==> src/hw/rtl/servo_position_pi_pwm_defines.svh <==
// assertion macros for the servo position controller
`ifndef SERVO_POSITION_PI_PWM_DEFINES_SVH
`define SERVO_POSITION_PI_PWM_DEFINES_SVH

`ifndef ASSERT_OFF

// antecedent implies consequent in the same cycle
`define SPP_ASSERT_IMPL(label, ante, cons) \
  label: assert property (@(posedge clk) disable iff (rst) (ante) |-> (cons)) \
    else $error("servo controller assertion failed");

// antecedent implies consequent in the following cycle
`define SPP_ASSERT_NEXT(label, ante, cons) \
  label: assert property (@(posedge clk) disable iff (rst) (ante) |=> (cons)) \
    else $error("servo controller assertion failed");

`else

`define SPP_ASSERT_IMPL(label, ante, cons)
`define SPP_ASSERT_NEXT(label, ante, cons)

`endif

`endif

==> src/hw/rtl/spp_pkg.sv <==
`timescale 1ns / 1ps
// shared constants, types and microcode rom of the servo position controller
package spp_pkg;

  localparam int PWM_WINDOW = 1000;
  localparam int PWM_PERIOD = 2000;
  localparam int FULL_SPEED = 1000;
  localparam int MIN_SPAN   = 16;

  localparam int POS_W      = 15;
  localparam int SPEED_W    = 10;
  localparam int DATA_W     = 16;
  localparam int CHAN_W     = 8;
  localparam int OUT_CHAN_W = 3;
  localparam int PROD_W     = POS_W + SPEED_W;
  localparam int DIV_CNT_W  = $clog2(PROD_W + 1);
  localparam int HALF_W     = POS_W - 1;
  localparam int APB_W      = 32;
  localparam int NUM_REGS   = 7;
  localparam int PADDR_W    = $clog2(NUM_REGS * 4);
  localparam int STEP_W     = 4;

  // divide by ten as multiply by reciprocal, exact for all 16-bit magnitudes
  localparam int                RECIP_SHIFT = 19;
  localparam logic [DATA_W-1:0] RECIP_TEN   = 16'hCCCD;
  localparam int                QUOT10_W    = 2 * DATA_W - RECIP_SHIFT;

  localparam logic [POS_W-1:0]  POS_MASK     = 15'h7FFE;
  localparam logic [POS_W-1:0]  MIN_SPAN_V   = POS_W'(MIN_SPAN);
  localparam logic [POS_W-1:0]  FULL_SPEED_V = POS_W'(FULL_SPEED);
  localparam logic [DATA_W-1:0] WINDOW_V     = DATA_W'(PWM_WINDOW);
  localparam logic [DATA_W-1:0] PERIOD_V     = DATA_W'(PWM_PERIOD);

  localparam logic [CHAN_W-1:0] CHAN_FIRST = 8'd3;
  localparam logic [CHAN_W-1:0] CHAN_LAST  = 8'd6;
  localparam logic [OUT_CHAN_W-1:0] OUT_CHAN_FIRST = CHAN_FIRST[OUT_CHAN_W-1:0];
  localparam logic [OUT_CHAN_W-1:0] OUT_CHAN_LAST  = CHAN_LAST[OUT_CHAN_W-1:0];

  typedef enum logic [2:0] {
    REG_LIMIT_A     = 3'd0,
    REG_LIMIT_B     = 3'd1,
    REG_MIN_SPEED   = 3'd2,
    REG_MAX_SPEED   = 3'd3,
    REG_INTEG_LOW   = 3'd4,
    REG_INTEG_HIGH  = 3'd5,
    REG_PWM_CHANNEL = 3'd6
  } reg_idx_t;

  typedef struct packed {
    logic [POS_W-1:0]         limit_a;
    logic [POS_W-1:0]         limit_b;
    logic [POS_W-1:0]         min_speed;
    logic [SPEED_W-1:0]       max_speed;
    logic signed [DATA_W-1:0] integ_low;
    logic [POS_W-1:0]         integ_high;
    logic [CHAN_W-1:0]        pwm_channel;
  } cfg_t;

  localparam cfg_t CFG_RESET = '{
    limit_a:     15'd0,
    limit_b:     15'd0,
    min_speed:   15'd100,
    max_speed:   10'd1000,
    integ_low:   -16'sd800,
    integ_high:  15'd800,
    pwm_channel: 8'd0
  };

  // datapath micro-operations
  typedef enum logic [3:0] {
    OP_NOP   = 4'd0,
    OP_LOAD  = 4'd1,
    OP_PREP  = 4'd2,
    OP_MUL   = 4'd3,
    OP_DINIT = 4'd4,
    OP_DSTEP = 4'd5,
    OP_INTEG = 4'd6,
    OP_MAG   = 4'd7,
    OP_RECIP = 4'd8,
    OP_DRIVE = 4'd9,
    OP_PAIR  = 4'd10,
    OP_EMIT  = 4'd11,
    OP_HOME  = 4'd12
  } op_t;

  // jump conditions
  typedef enum logic [2:0] {
    C_NEXT     = 3'd0,
    C_ALWAYS   = 3'd1,
    C_NO_START = 3'd2,
    C_BLOCKED  = 3'd3,
    C_EQUAL    = 3'd4,
    C_DIV_MORE = 3'd5,
    C_OUT_BUSY = 3'd6
  } cond_t;

  typedef logic [STEP_W-1:0] step_t;

  localparam step_t STEP_WAIT   = 4'd0;
  localparam step_t STEP_PREP   = 4'd1;
  localparam step_t STEP_CHECK  = 4'd2;
  localparam step_t STEP_TARGET = 4'd3;
  localparam step_t STEP_MUL    = 4'd4;
  localparam step_t STEP_DINIT  = 4'd5;
  localparam step_t STEP_DIV    = 4'd6;
  localparam step_t STEP_INTEG  = 4'd7;
  localparam step_t STEP_MAG    = 4'd8;
  localparam step_t STEP_RECIP  = 4'd9;
  localparam step_t STEP_DRIVE  = 4'd10;
  localparam step_t STEP_PAIR   = 4'd11;
  localparam step_t STEP_EMIT   = 4'd12;
  localparam step_t STEP_RET    = 4'd13;
  localparam step_t STEP_HOME   = 4'd14;

  typedef struct packed {
    op_t   op;
    cond_t cond;
    step_t target;
  } ctl_t;

  typedef struct packed {
    logic start;
    logic blocked;
    logic equal;
    logic div_last;
    logic emit_stall;
  } status_t;

  function automatic ctl_t ucode_rom(step_t step);
    ctl_t w;
    unique case (step)
      STEP_WAIT:   w = '{OP_LOAD,  C_NO_START, STEP_WAIT};
      STEP_PREP:   w = '{OP_PREP,  C_NEXT,     STEP_WAIT};
      STEP_CHECK:  w = '{OP_NOP,   C_BLOCKED,  STEP_WAIT};
      STEP_TARGET: w = '{OP_NOP,   C_EQUAL,    STEP_HOME};
      STEP_MUL:    w = '{OP_MUL,   C_NEXT,     STEP_WAIT};
      STEP_DINIT:  w = '{OP_DINIT, C_NEXT,     STEP_WAIT};
      STEP_DIV:    w = '{OP_DSTEP, C_DIV_MORE, STEP_DIV};
      STEP_INTEG:  w = '{OP_INTEG, C_NEXT,     STEP_WAIT};
      STEP_MAG:    w = '{OP_MAG,   C_NEXT,     STEP_WAIT};
      STEP_RECIP:  w = '{OP_RECIP, C_NEXT,     STEP_WAIT};
      STEP_DRIVE:  w = '{OP_DRIVE, C_NEXT,     STEP_WAIT};
      STEP_PAIR:   w = '{OP_PAIR,  C_NEXT,     STEP_WAIT};
      STEP_EMIT:   w = '{OP_EMIT,  C_OUT_BUSY, STEP_EMIT};
      STEP_RET:    w = '{OP_NOP,   C_ALWAYS,   STEP_WAIT};
      STEP_HOME:   w = '{OP_HOME,  C_ALWAYS,   STEP_EMIT};
      default:     w = '{OP_NOP,   C_ALWAYS,   STEP_WAIT};
    endcase
    return w;
  endfunction

endpackage

==> src/hw/rtl/spp_seq.sv <==
`timescale 1ns / 1ps
// microcode sequencer: step counter, control rom and conditional jumps
module spp_seq (
  input  logic             clk,
  input  logic             rst,
  input  spp_pkg::status_t status,
  output spp_pkg::ctl_t    ctl
);
  import spp_pkg::*;

  step_t step;
  step_t step_next;
  logic  take;

  assign ctl = ucode_rom(step);

  always_comb begin
    unique case (ctl.cond)
      C_NEXT:     take = 1'b0;
      C_ALWAYS:   take = 1'b1;
      C_NO_START: take = !status.start;
      C_BLOCKED:  take = status.blocked;
      C_EQUAL:    take = status.equal;
      C_DIV_MORE: take = !status.div_last;
      C_OUT_BUSY: take = status.emit_stall;
      default:    take = 1'b0;
    endcase
    step_next = take ? ctl.target : STEP_W'(step + 1'b1);
  end

  always_ff @(posedge clk) begin
    if (rst) begin
      step <= STEP_WAIT;
    end else begin
      step <= step_next;
    end
  end

endmodule

==> src/hw/rtl/spp_dpath.sv <==
`timescale 1ns / 1ps
// datapath: operand registers, serial divider, integral, drive sum and output register
module spp_dpath (
  input  logic                                 clk,
  input  logic                                 rst,
  input  spp_pkg::ctl_t                        ctl,
  output spp_pkg::status_t                     status,
  input  spp_pkg::cfg_t                        cfg,
  input  logic                                 in_valid,
  output logic                                 in_ready,
  input  logic [spp_pkg::POS_W-1:0]            measured_position,
  input  logic [spp_pkg::POS_W-1:0]            target_position,
  output logic                                 out_valid,
  input  logic                                 out_ready,
  output logic [spp_pkg::OUT_CHAN_W-1:0]       channel,
  output logic signed [spp_pkg::DATA_W-1:0]    compare_on,
  output logic signed [spp_pkg::DATA_W-1:0]    compare_off
);
  import spp_pkg::*;

  logic [POS_W-1:0]       cur;
  logic [POS_W-1:0]       tgt;
  logic [POS_W-1:0]       span;
  logic [POS_W-1:0]       err;
  logic [PROD_W-1:0]      prod;
  logic [HALF_W-1:0]      dd;
  logic [POS_W-1:0]       rem;
  logic [PROD_W-1:0]      dvd;
  logic [DIV_CNT_W-1:0]   div_cnt;
  logic [DATA_W-1:0]      integral_sum;
  logic [DATA_W-1:0]      mag;
  logic [2*DATA_W-1:0]    prod10;
  logic [DATA_W-1:0]      n;
  logic [DATA_W-1:0]      on_val;
  logic [DATA_W-1:0]      off_val;

  logic                   normal;
  logic                   down;
  logic                   chan_ok;
  logic                   emit_wr;
  logic [SPEED_W-1:0]     ms;
  logic [HALF_W-1:0]      d_half;
  logic [POS_W-1:0]       dtest;
  logic [DATA_W:0]        rem_sh;
  logic [DATA_W:0]        rem_diff;
  logic                   qbit;
  logic signed [DATA_W:0] err_ext;
  logic signed [DATA_W:0] integ_raw;
  logic signed [DATA_W:0] hi_ext;
  logic signed [DATA_W:0] lo_ext;
  logic signed [DATA_W:0] integ_hi;
  logic signed [DATA_W:0] integ_clamped;
  logic [DATA_W-1:0]      n_mirror;

  assign normal  = cfg.limit_a < cfg.limit_b;
  assign down    = cur > tgt;
  assign chan_ok = (cfg.pwm_channel >= CHAN_FIRST) && (cfg.pwm_channel <= CHAN_LAST);

  assign in_ready = (ctl.op == OP_LOAD) && !rst;

  assign status.start      = in_valid && in_ready;
  assign status.blocked    = (cfg.limit_a == cfg.limit_b) || (span < MIN_SPAN_V);
  assign status.equal      = cur == tgt;
  assign status.div_last   = div_cnt == DIV_CNT_W'(1);
  assign status.emit_stall = chan_ok && out_valid && !out_ready;

  assign emit_wr = (ctl.op == OP_EMIT) && chan_ok && !status.emit_stall;

  // proportional gain numerator, capped at full speed
  assign ms = (POS_W'(cfg.max_speed) > FULL_SPEED_V) ? FULL_SPEED_V[SPEED_W-1:0]
                                                      : cfg.max_speed;

  // derivative term: tested value is the measured position going down, the error going up
  assign d_half = cfg.min_speed[POS_W-1:1];
  assign dtest  = down ? cur : err;

  // one restoring quotient bit per cycle
  assign rem_sh   = {1'b0, rem, dvd[PROD_W-1]};
  assign rem_diff = rem_sh - {2'b00, span};
  assign qbit     = rem_sh >= {2'b00, span};

  // integral update and clamp, upper bound first
  assign err_ext       = signed'({2'b00, err});
  assign integ_raw     = signed'({integral_sum[DATA_W-1], integral_sum})
                         + (down ? err_ext : -err_ext);
  assign hi_ext        = signed'({2'b00, cfg.integ_high});
  assign lo_ext        = signed'({cfg.integ_low[DATA_W-1], cfg.integ_low});
  assign integ_hi      = (integ_raw > hi_ext) ? hi_ext : integ_raw;
  assign integ_clamped = (integ_hi < lo_ext) ? lo_ext : integ_hi;

  assign n_mirror = ($signed(n) > $signed(WINDOW_V)) ? DATA_W'(n - WINDOW_V) : n;

  always_ff @(posedge clk) begin
    if (rst) begin
      integral_sum <= '0;
    end else if (ctl.op == OP_INTEG) begin
      integral_sum <= integ_clamped[DATA_W-1:0];
    end
  end

  always_ff @(posedge clk) begin
    unique case (ctl.op)
      OP_LOAD: begin
        if (status.start) begin
          cur <= measured_position & POS_MASK;
          tgt <= target_position & POS_MASK;
        end
      end
      OP_PREP: begin
        span <= normal ? POS_W'(cfg.limit_b - cfg.limit_a) : POS_W'(cfg.limit_a - cfg.limit_b);
        err  <= down ? POS_W'(cur - tgt) : POS_W'(tgt - cur);
      end
      OP_MUL: begin
        prod <= PROD_W'(err) * PROD_W'(ms);
        dd   <= (dtest > POS_W'(d_half)) ? d_half : '0;
      end
      OP_DINIT: begin
        rem     <= '0;
        dvd     <= prod;
        div_cnt <= DIV_CNT_W'(PROD_W);
      end
      OP_DSTEP: begin
        rem     <= qbit ? rem_diff[POS_W-1:0] : rem_sh[POS_W-1:0];
        dvd     <= {dvd[PROD_W-2:0], qbit};
        div_cnt <= DIV_CNT_W'(div_cnt - 1'b1);
      end
      OP_MAG: begin
        mag <= integral_sum[DATA_W-1] ? DATA_W'(-integral_sum) : integral_sum;
      end
      OP_RECIP: begin
        prod10 <= (2*DATA_W)'(mag) * (2*DATA_W)'(RECIP_TEN);
      end
      OP_DRIVE: begin
        n <= DATA_W'(dvd[DATA_W-1:0] + DATA_W'(prod10[2*DATA_W-1:RECIP_SHIFT])
             - DATA_W'(dd));
      end
      OP_PAIR: begin
        if (down == normal) begin
          on_val  <= n;
          off_val <= DATA_W'(n + PERIOD_V);
        end else begin
          on_val  <= DATA_W'(WINDOW_V - n_mirror);
          off_val <= DATA_W'(PERIOD_V - n_mirror);
        end
      end
      OP_HOME: begin
        on_val  <= '0;
        off_val <= PERIOD_V;
      end
      default: ;
    endcase
  end

  // result register
  always_ff @(posedge clk) begin
    if (rst) begin
      out_valid <= 1'b0;
    end else if (emit_wr) begin
      out_valid <= 1'b1;
    end else if (out_ready) begin
      out_valid <= 1'b0;
    end
  end

  always_ff @(posedge clk) begin
    if (emit_wr) begin
      channel     <= cfg.pwm_channel[OUT_CHAN_W-1:0];
      compare_on  <= $signed(on_val);
      compare_off <= $signed(off_val);
    end
  end

endmodule

==> src/hw/rtl/servo_position_pi_pwm.sv <==
`timescale 1ns / 1ps
// top level of the servo position controller: register port, sequencer and datapath
//
//  channel   signals                               transaction
//  --------  ------------------------------------  -------------------------------------
//  input     in_valid / in_ready                   measured_position, target_position
//  output    out_valid / out_ready                 channel, compare_on, compare_off
//  config    psel penable pwrite paddr pwdata      one register write or read
//
// an item with a result goes from acceptance through the quotient loop of the serial
// divider behind the proportional term to its emit step before the next in_ready
// blocked items go back to wait after the check; at the target the home step runs
// reset is synchronous and active high; it resets the registers, the integral and
// the step counter; the result register holds one transaction, and the program
// waits at its emit step while that register is full and not being taken
`include "servo_position_pi_pwm_defines.svh"

module servo_position_pi_pwm (
  input  logic                                 clk,
  input  logic                                 rst,
  // register port
  input  logic                                 psel,
  input  logic                                 penable,
  input  logic                                 pwrite,
  input  logic [spp_pkg::PADDR_W-1:0]          paddr,
  input  logic [spp_pkg::APB_W-1:0]            pwdata,
  output logic [spp_pkg::APB_W-1:0]            prdata,
  output logic                                 pready,
  // position samples
  input  logic                                 in_valid,
  output logic                                 in_ready,
  input  logic [spp_pkg::POS_W-1:0]            measured_position,
  input  logic [spp_pkg::POS_W-1:0]            target_position,
  // compare values
  output logic                                 out_valid,
  input  logic                                 out_ready,
  output logic [spp_pkg::OUT_CHAN_W-1:0]       channel,
  output logic signed [spp_pkg::DATA_W-1:0]    compare_on,
  output logic signed [spp_pkg::DATA_W-1:0]    compare_off
);
  import spp_pkg::*;

  cfg_t     cfg;
  ctl_t     ctl;
  status_t  status;
  reg_idx_t reg_idx;
  logic     wr_en;

  // no wait states on the register port
  assign pready  = 1'b1;
  assign reg_idx = reg_idx_t'(paddr[PADDR_W-1:2]);
  assign wr_en   = psel && penable && pwrite && pready;

  // register writes; an address past the last register is dropped
  always_ff @(posedge clk) begin
    if (rst) begin
      cfg <= CFG_RESET;
    end else if (wr_en) begin
      unique case (reg_idx)
        REG_LIMIT_A:     cfg.limit_a     <= pwdata[POS_W-1:0];
        REG_LIMIT_B:     cfg.limit_b     <= pwdata[POS_W-1:0];
        REG_MIN_SPEED:   cfg.min_speed   <= pwdata[POS_W-1:0];
        REG_MAX_SPEED:   cfg.max_speed   <= pwdata[SPEED_W-1:0];
        REG_INTEG_LOW:   cfg.integ_low   <= $signed(pwdata[DATA_W-1:0]);
        REG_INTEG_HIGH:  cfg.integ_high  <= pwdata[POS_W-1:0];
        REG_PWM_CHANNEL: cfg.pwm_channel <= pwdata[CHAN_W-1:0];
        default: ;
      endcase
    end
  end

  // register readback, integ_low sign extended
  always_comb begin
    unique case (reg_idx)
      REG_LIMIT_A:     prdata = APB_W'(cfg.limit_a);
      REG_LIMIT_B:     prdata = APB_W'(cfg.limit_b);
      REG_MIN_SPEED:   prdata = APB_W'(cfg.min_speed);
      REG_MAX_SPEED:   prdata = APB_W'(cfg.max_speed);
      REG_INTEG_LOW:   prdata = APB_W'(cfg.integ_low);
      REG_INTEG_HIGH:  prdata = APB_W'(cfg.integ_high);
      REG_PWM_CHANNEL: prdata = APB_W'(cfg.pwm_channel);
      default:         prdata = '0;
    endcase
  end

  // control program
  spp_seq u_seq (
    .clk    (clk),
    .rst    (rst),
    .status (status),
    .ctl    (ctl)
  );

  // arithmetic and result register
  spp_dpath u_dpath (
    .clk               (clk),
    .rst               (rst),
    .ctl               (ctl),
    .status            (status),
    .cfg               (cfg),
    .in_valid          (in_valid),
    .in_ready          (in_ready),
    .measured_position (measured_position),
    .target_position   (target_position),
    .out_valid         (out_valid),
    .out_ready         (out_ready),
    .channel           (channel),
    .compare_on        (compare_on),
    .compare_off       (compare_off)
  );

  // a result only ever goes to one of the four motor channels
  `SPP_ASSERT_IMPL(a_out_chan_range, out_valid, (channel >= OUT_CHAN_FIRST) && (channel <= OUT_CHAN_LAST))

  // one item at a time: the program leaves its wait step right after a transaction
  `SPP_ASSERT_NEXT(a_one_item, in_valid && in_ready, !in_ready)

  // blocked limits send the program straight back to wait for the next sample
  `SPP_ASSERT_NEXT(a_blocked_return, (ctl.cond == C_BLOCKED) && status.blocked, in_ready)

endmodule

==> config.mk <==
export PLATFORM = sky130hd
export DESIGN_NAME = servo_position_pi_pwm
export DESIGN_NICKNAME = d
export VERILOG_FILES = /design/src/hw/rtl/spp_pkg.sv /design/src/hw/rtl/spp_seq.sv /design/src/hw/rtl/spp_dpath.sv /design/src/hw/rtl/servo_position_pi_pwm.sv
export VERILOG_INCLUDE_DIRS = /design/src /design/src/hw/rtl
export SDC_FILE = /design/constraint.sdc
export NUM_CORES = 2
export LEC_CHECK = 0
export BUFFER_PORTS_ARGS = -buffer_cell sky130_fd_sc_hd__buf_4
export CAP_MARGIN = 20
export CORE_AREA = 2 2 326 328
export CTS_BUF_LIST = sky130_fd_sc_hd__clkbuf_8
export DETAILED_ROUTE_END_ITERATION = 10
export DIE_AREA = 0 0 328 330
export GPL_TIMING_DRIVEN = 0
export PLACE_DENSITY_LB_ADDON = 0.3
export REMOVE_ABC_BUFFERS = 1
export SLEW_MARGIN = 20
export SYNTH_ARGS = -nofsm -noshare
export SYNTH_HDL_FRONTEND = slang
export SYNTH_SLANG_ARGS = --single-unit
==> constraint.sdc <==
create_clock -name clk -period 11.45 [get_ports clk]
set_input_delay 0.5725 -clock clk [delete_from_list [all_inputs] [get_ports clk]]
set_output_delay 0.5725 -clock clk [all_outputs]
set_load 0.05 [all_outputs]
* Yosys cells after proc, flatten, opt, wreduce, memory -nomap -nowiden
Memory sizes are Yosys's and may differ from the RTL's. A register that Yosys moved wholly into a read port is not among the register bits.
Cells that the tools add are included.
** Cells by class
- Add/sub/neg operators :: 16
- Multipliers :: 2
- Order comparisons :: 11
- Eq/ne operators :: 28
- Muxes and demuxes :: 23
- Reductions and logical operators :: 27
** Operators by type and width (count)
- $pmux 32 s7 :: 1
- $mux 15 :: 5
- $sub 15x15->15 :: 5
- $mux 16 :: 4
- $pmux 16 s2 :: 2
- $pmux 25 s2 :: 1
- $mux 17 :: 2
- $mul 16x16->32 const B :: 1
- $pmux 15 s2 :: 1
- $mul 15x10->25 :: 1
- $eq 4x4->1 const B :: 5
- $eq 3x3->1 const B :: 6
- $add 16x17->17 :: 1
- $gt 17x16->1 :: 1
- $lt 17x16->1 :: 1
- $neg 15->17 :: 1
- $add 16x11->16 const B :: 1
- $add 16x13->16 :: 1
- $eq 4x3->1 const B :: 4
- $ge 16x15->1 :: 1
- $gt 16x11->1 const B :: 1
- $neg 16->16 :: 1
- $reduce_and 2->1 :: 8
- $sub 10x16->16 const A :: 1
- 30 further kinds :: 51
** Storage, ports and cells
- Register bits :: 388
- Bits in read-only memories :: 160
- Input bits :: 74
- Output and inout bits :: 70
- Word-level logic and storage cells :: 136
- Memories :: 1
** Memories
- (no name shown) :: depth 16, width 10, read ports 1, clocked after Yosys merged registers in 1, write ports 0, line spp_pkg.sv:131 : unique case (step)

* Longest topological paths before layout
- Word-level depth :: 7
- Gate-level depth with buffers :: 42
- Mapped depth without buffers :: 37

* By module
Synthesis repeated with hierarchy kept, for this count alone.
** Second synthesis, totals
- Cells, all modules :: 3382
- Area, all modules :: 32095.8 um2
** By module, submodules not included
- spp_dpath :: times used 1, cells each 2794, area each 26679.3 um2, sequential area each 7727.4 um2
- servo_position_pi_pwm :: times used 1, cells each 517, area each 4695.8 um2, sequential area each 1881.8 um2
- spp_seq :: times used 1, cells each 71, area each 720.7 um2, sequential area each 280.3 um2

* Least setup slack after synthesis
No wires, ideal clock.
- Kind :: reg-to-reg
- Start point :: register u_dpath.tgt[1]
- End point :: register u_dpath.integral_sum[13]
- Library setup time :: 0.061 ns
- Data arrival time :: 8.536 ns
- Required time :: 11.389 ns
- Slack :: 2.853 ns
- Cell stages (with the launch flop) :: 39
- Path buffers :: 4
- Period minus slack after synthesis :: 8.597 ns
- Cells stage by stage :: edfxtp_1 -> ha_1 -> fa_1 -> nor2b_1 -> o2111ai_1 -> a31o_1 -> a31oi_2 -> clkbuf_1 -> clkbuf_1 -> nor2_1 -> xor2_1 -> ha_1 -> a21oi_1 -> o21ai_0 -> o31ai_1 -> o221ai_1 -> a21o_1 -> xor2_1 -> [... 3 more ...] -> o211a_1 -> a2111oi_0 -> o22a_1 -> or2_1 -> buf_6 -> buf_2 -> o21ai_1 -> ha_1 -> a21o_1 -> a21o_1 -> a21o_1 -> a21oi_1 -> nor2b_1 -> o21a_1 -> or4b_2 -> a21o_1 -> a2111oi_0 -> a311o_1
** Between the ends
- Cells in the longest elaborated chain, start to end :: 7
** Ends and longest elaborated chain
- start, declared :: line spp_dpath.sv:22 : logic [POS_W-1:0] tgt;
- start signal, assigned :: line spp_dpath.sv:106 : tgt <= target_position & POS_MASK;
- $gt 15x15->1 * :: line spp_dpath.sv:56 : assign down = cur > tgt;
- $mux 17 * :: line spp_dpath.sv:85 : + (down ? err_ext : -err_ext);
- $add 16x17->17 * :: line spp_dpath.sv:85
- $gt 17x16->1 :: line spp_dpath.sv:88 : assign integ_hi = (integ_raw > hi_ext) ? hi_ext : integ_raw;
- $mux 17 * :: line spp_dpath.sv:88
- $lt 17x16->1 :: line spp_dpath.sv:89 : assign integ_clamped = (integ_hi < lo_ext) ? lo_ext : integ_hi;
- $mux 16 * :: line spp_dpath.sv:89
- end signal, assigned :: line spp_dpath.sv:97 : integral_sum <= integ_clamped[DATA_W-1:0];
- end, declared :: line spp_dpath.sv:30 : logic [DATA_W-1:0] integral_sum;
Every way passes the cells marked *; elsewhere a longest branch is shown, timed or not.
A chain may end at the register's enable or synchronous reset.

* Final worst setup path
- Start point :: register u_dpath.cur[14]
- End point :: register u_dpath.integral_sum[13]
** Between the ends
- Cells in the longest elaborated chain, start to end :: 7
** Ends and longest elaborated chain
- start, declared :: line spp_dpath.sv:21 : logic [POS_W-1:0] cur;
- start signal, assigned :: line spp_dpath.sv:105 : cur <= measured_position & POS_MASK;
- $gt 15x15->1 * :: line spp_dpath.sv:56
- $mux 17 * :: line spp_dpath.sv:85
- $add 16x17->17 * :: line spp_dpath.sv:85
- $gt 17x16->1 :: line spp_dpath.sv:88
- $mux 17 * :: line spp_dpath.sv:88
- $lt 17x16->1 :: line spp_dpath.sv:89
- $mux 16 * :: line spp_dpath.sv:89
Marked as above.

==> flow_summary.toml <==
[outcome]
status = "completed"

[finish]
multi_input_area_mm2 = 0.0192
seq_area_mm2 = 0.00989
instances_no_fill = 4855
fin_util_pct = 33.5
nets = 4027
final_cell_mix = "473 x inv_1, 383 x nand2_1, 352 x ha_1"
syn_to_final_growth_pct = 11.9
fin_area_mm2 = 0.0350
fill_cells = 10900
drive_gt1_share_pct = 8.81
mostFrequentLayoutCell = "inv_1"

[synthesis]
synthMuxAreaShare_pct = 2.15
yosysTopAreaCell = "edfxtp_1"
yosysTopAreaCellShare_pct = 23.6
synth.cell_area_mm2 = 0.0313
synth_top_family_by_area = "adder cells"
yosysUniqueCellTypes = 97
synth_edf_count = 246
yosys.area_share.simple_pct = 14.1
synthCells = 3347
synth-compound-area-share_pct = 13.5
ys_seq_area_share_pct = 31.6
ys_async_sr_fraction_pct = 0
synthXorXnorAreaFrac_pct = 4.47
synthTopCellsByArea = "edfxtp_1 24%, ha_1 14%, fa_1 12%, dfxtp_1 8.0%, inv_1 5.4%"
synthAdderAreaFrac_pct = 26.5
syn_area_per_cell_um2 = 9.35
ys.flop_type = "edfxtp_1"
synth_warnings = 0
ys_ff_latch = 371

[global_route]
first_global_vias = 23400
grt_first_pass_wirelength_um = 133000
overflow = 0
grtUsageTotal_pct = 15.7
antenna_found_initial = 4
grt_max_degree = 138

[placement]
dpl.cell_count = 4726
post-place-ws_ns = 0.385
io_buffer_count = 122
place.gp.congestion = 0.909
hpwlAfterDp_um = 66200
dpl_cell_area_mm2 = 0.0337

[critical_path]
crit_type = "flop to flop"
slowest_delay_ns = 0.69
slowest_stage = "or4_4"
crit_path_end_kind = "flop"
path_common_cell = "ha_1"
worstReg2RegStart = "u_dpath.cur[14]$_DFFE_PP_"
reg2reg_depth = 32
r2r_slack_ns = 0.75
cp_data_required_time_ns = 12.01
crit_family = "compound AO/OA/AOI/OAI gates"
crit_fanout = 41
crit_path_start_kind = "flop"
critPathBufInv = 0
worst_ep_arrival_time_ns = 11.26
worstReg2RegEnd = "u_dpath.integral_sum[13]$_SDFFE_PP0N_"

[timing]
timing.setup.tns_ns = 0
finClkSkew_ns = 0.0471
fin_crit_sh_pct = 93.4
worst_slew_pin_slew_ns = 1.08
max_freq_mhz = 93.5
maxSlewHeadroom_pct = 27.7
rsz0062_at_grt = "false"
worst_slack_ns = 0.752
finalHoldViolations = 0
finalHoldWorstSlack_ns = 0.0561
finalSetupViolations = 0
timing.final.crit_period_ns = 10.70
finalMaxSlewViolations = 0

[clock_network]
cts_root_buf = "clkbuf_8"
cts_tree = "done"
numCtsBuffers = 70
insertion_delay_ns = 0.69
cts_max_level = 3
clockBufferDepth = 3
cts_setup_buffers = 0
holdBufCountCts = 0
clk_pin_slew_ns = 0.06
clock_sinks = 371

[floorplan]
start_util_pct = 29.9
die_w_um = 328
die-area_mm2 = 0.108
coreArea_mm2 = 0.105
die_h_um = 330
pin_count = 144
core.rowCount = 119

[min_path]
min_path_cells = 1
hp-class = "primary input to flop"
hp-start = "target_position[12]"
min_to = "u_dpath.tgt[12]$_DFFE_PP_"

[route]
drt-initial-drc-count = 1505
postRouteAntennaNets = 0
routed_wl_um = 84300
post_drt_wl_per_cell_um = 17.4
wl_met1_um = 39300
wl_met2_um = 36200
dr.pass1.iters = 5
vias = 23700
top_layer = "met5"
drc = 0
via_per_inst = 4.88
wl_met3_um = 6280

[power_and_ir_drop]
p_leak_nw = 15.1
p_per_area_mw_per_mm2 = 112
total_power_mw = 3.92
ir_drop_uv = 72.4

[job]
drv_cap = 0
how the worst max path moves through the flow:
stage	startpoint	to	slack [ns]	cells after the start
finish	u_dpath.cur[14]$_DFFE_PP_	u_dpath.integral_sum[13]$_SDFFE_PP0N_	0.75	32
detailed placement	u_dpath.cur[14]$_DFFE_PP_	u_dpath.integral_sum[13]$_SDFFE_PP0N_	0.38	32
global route	u_dpath.cur[14]$_DFFE_PP_	u_dpath.integral_sum[13]$_SDFFE_PP0N_	0.02	32
global placement	u_dpath.cur[1]$_DFFE_PP_	u_dpath.integral_sum[13]$_SDFFE_PP0N_	0.38	35
CTS	u_dpath.cur[14]$_DFFE_PP_	u_dpath.integral_sum[13]$_SDFFE_PP0N_	0.29	32
floorplan	paddr[3]	prdata[15]	-6.72	2
Yosys cell counts, drive strengths merged (51+ instances only):
cell	instances
inv	452
nand2	384
ha	352
edfxtp	246
a21oi	200
fa	194
nor2	178
o21ai	169
dfxtp	125
clkbuf	117
xnor2	113
and2	59
nand3	52
mux2i	51
final cells by class:
class                           instances  share of cell area, %
Clock buffer                           76                   2.99
Multi-Input combinational cell       2367                   54.7
Inverter                              453                   4.85
Timing Repair Buffer                  144                   3.36
Clock inverter                         52                  0.875
Antenna cell                            1                0.00714
Sequential cell                       371                   28.2
Tap cell                             1391                   4.97
sequential cells by signal, summed over array words and instances (netlist names), 14 cells and up:
register and count:
u_dpath.err 14, u_dpath.dd 14, u_dpath.integral_sum 16, u_dpath.mag 16, u_dpath.dvd 25, cfg 94
u_dpath.tgt 14, u_dpath.compare_off 16, u_dpath.prod 24, u_dpath.rem 15, u_dpath.on_val 16, u_dpath.n 16
u_dpath.cur 14, u_dpath.span 15
repair_timing:
| item | 4_1_cts | 5_1_grt |
|---|---|---|
| hold endpoints to repair | 0 | 0 |
| gates resized for setup | 0 | 2 |
| endpoints found under the setup margin | 0 | 16 |
layer usage:
layer / up-vias / global-route usage [%]
met5: - / 0
met4: 6 / 4.92
met3: 138 / 3.79
met2: 664 / 24.1
met1: 11300 / 21.8
li1: 11600 / -
power by group:
| group | internal (mW) | switching, mW |
|---|---|---|
| sequential | 1.51 | 0.0311 |
| combinational | 0.453 | 0.639 |
| clock | 0.665 | 0.623 |
| total | 2.63 | 1.29 |
cell families (layout without fill, tap and decap cells):
logic type / Yosys count / in the layout
simple gates: 931 / 931
compound gates: 667 / 667
buf+inv: 609 / 725
fa+ha+maj: 546 / 546
flops: 371 / 371
xor+xnor: 159 / 159
mux: 63 / 63
other cells: 1 / 2
Note: power is estimated with default switching activity, not from simulation.
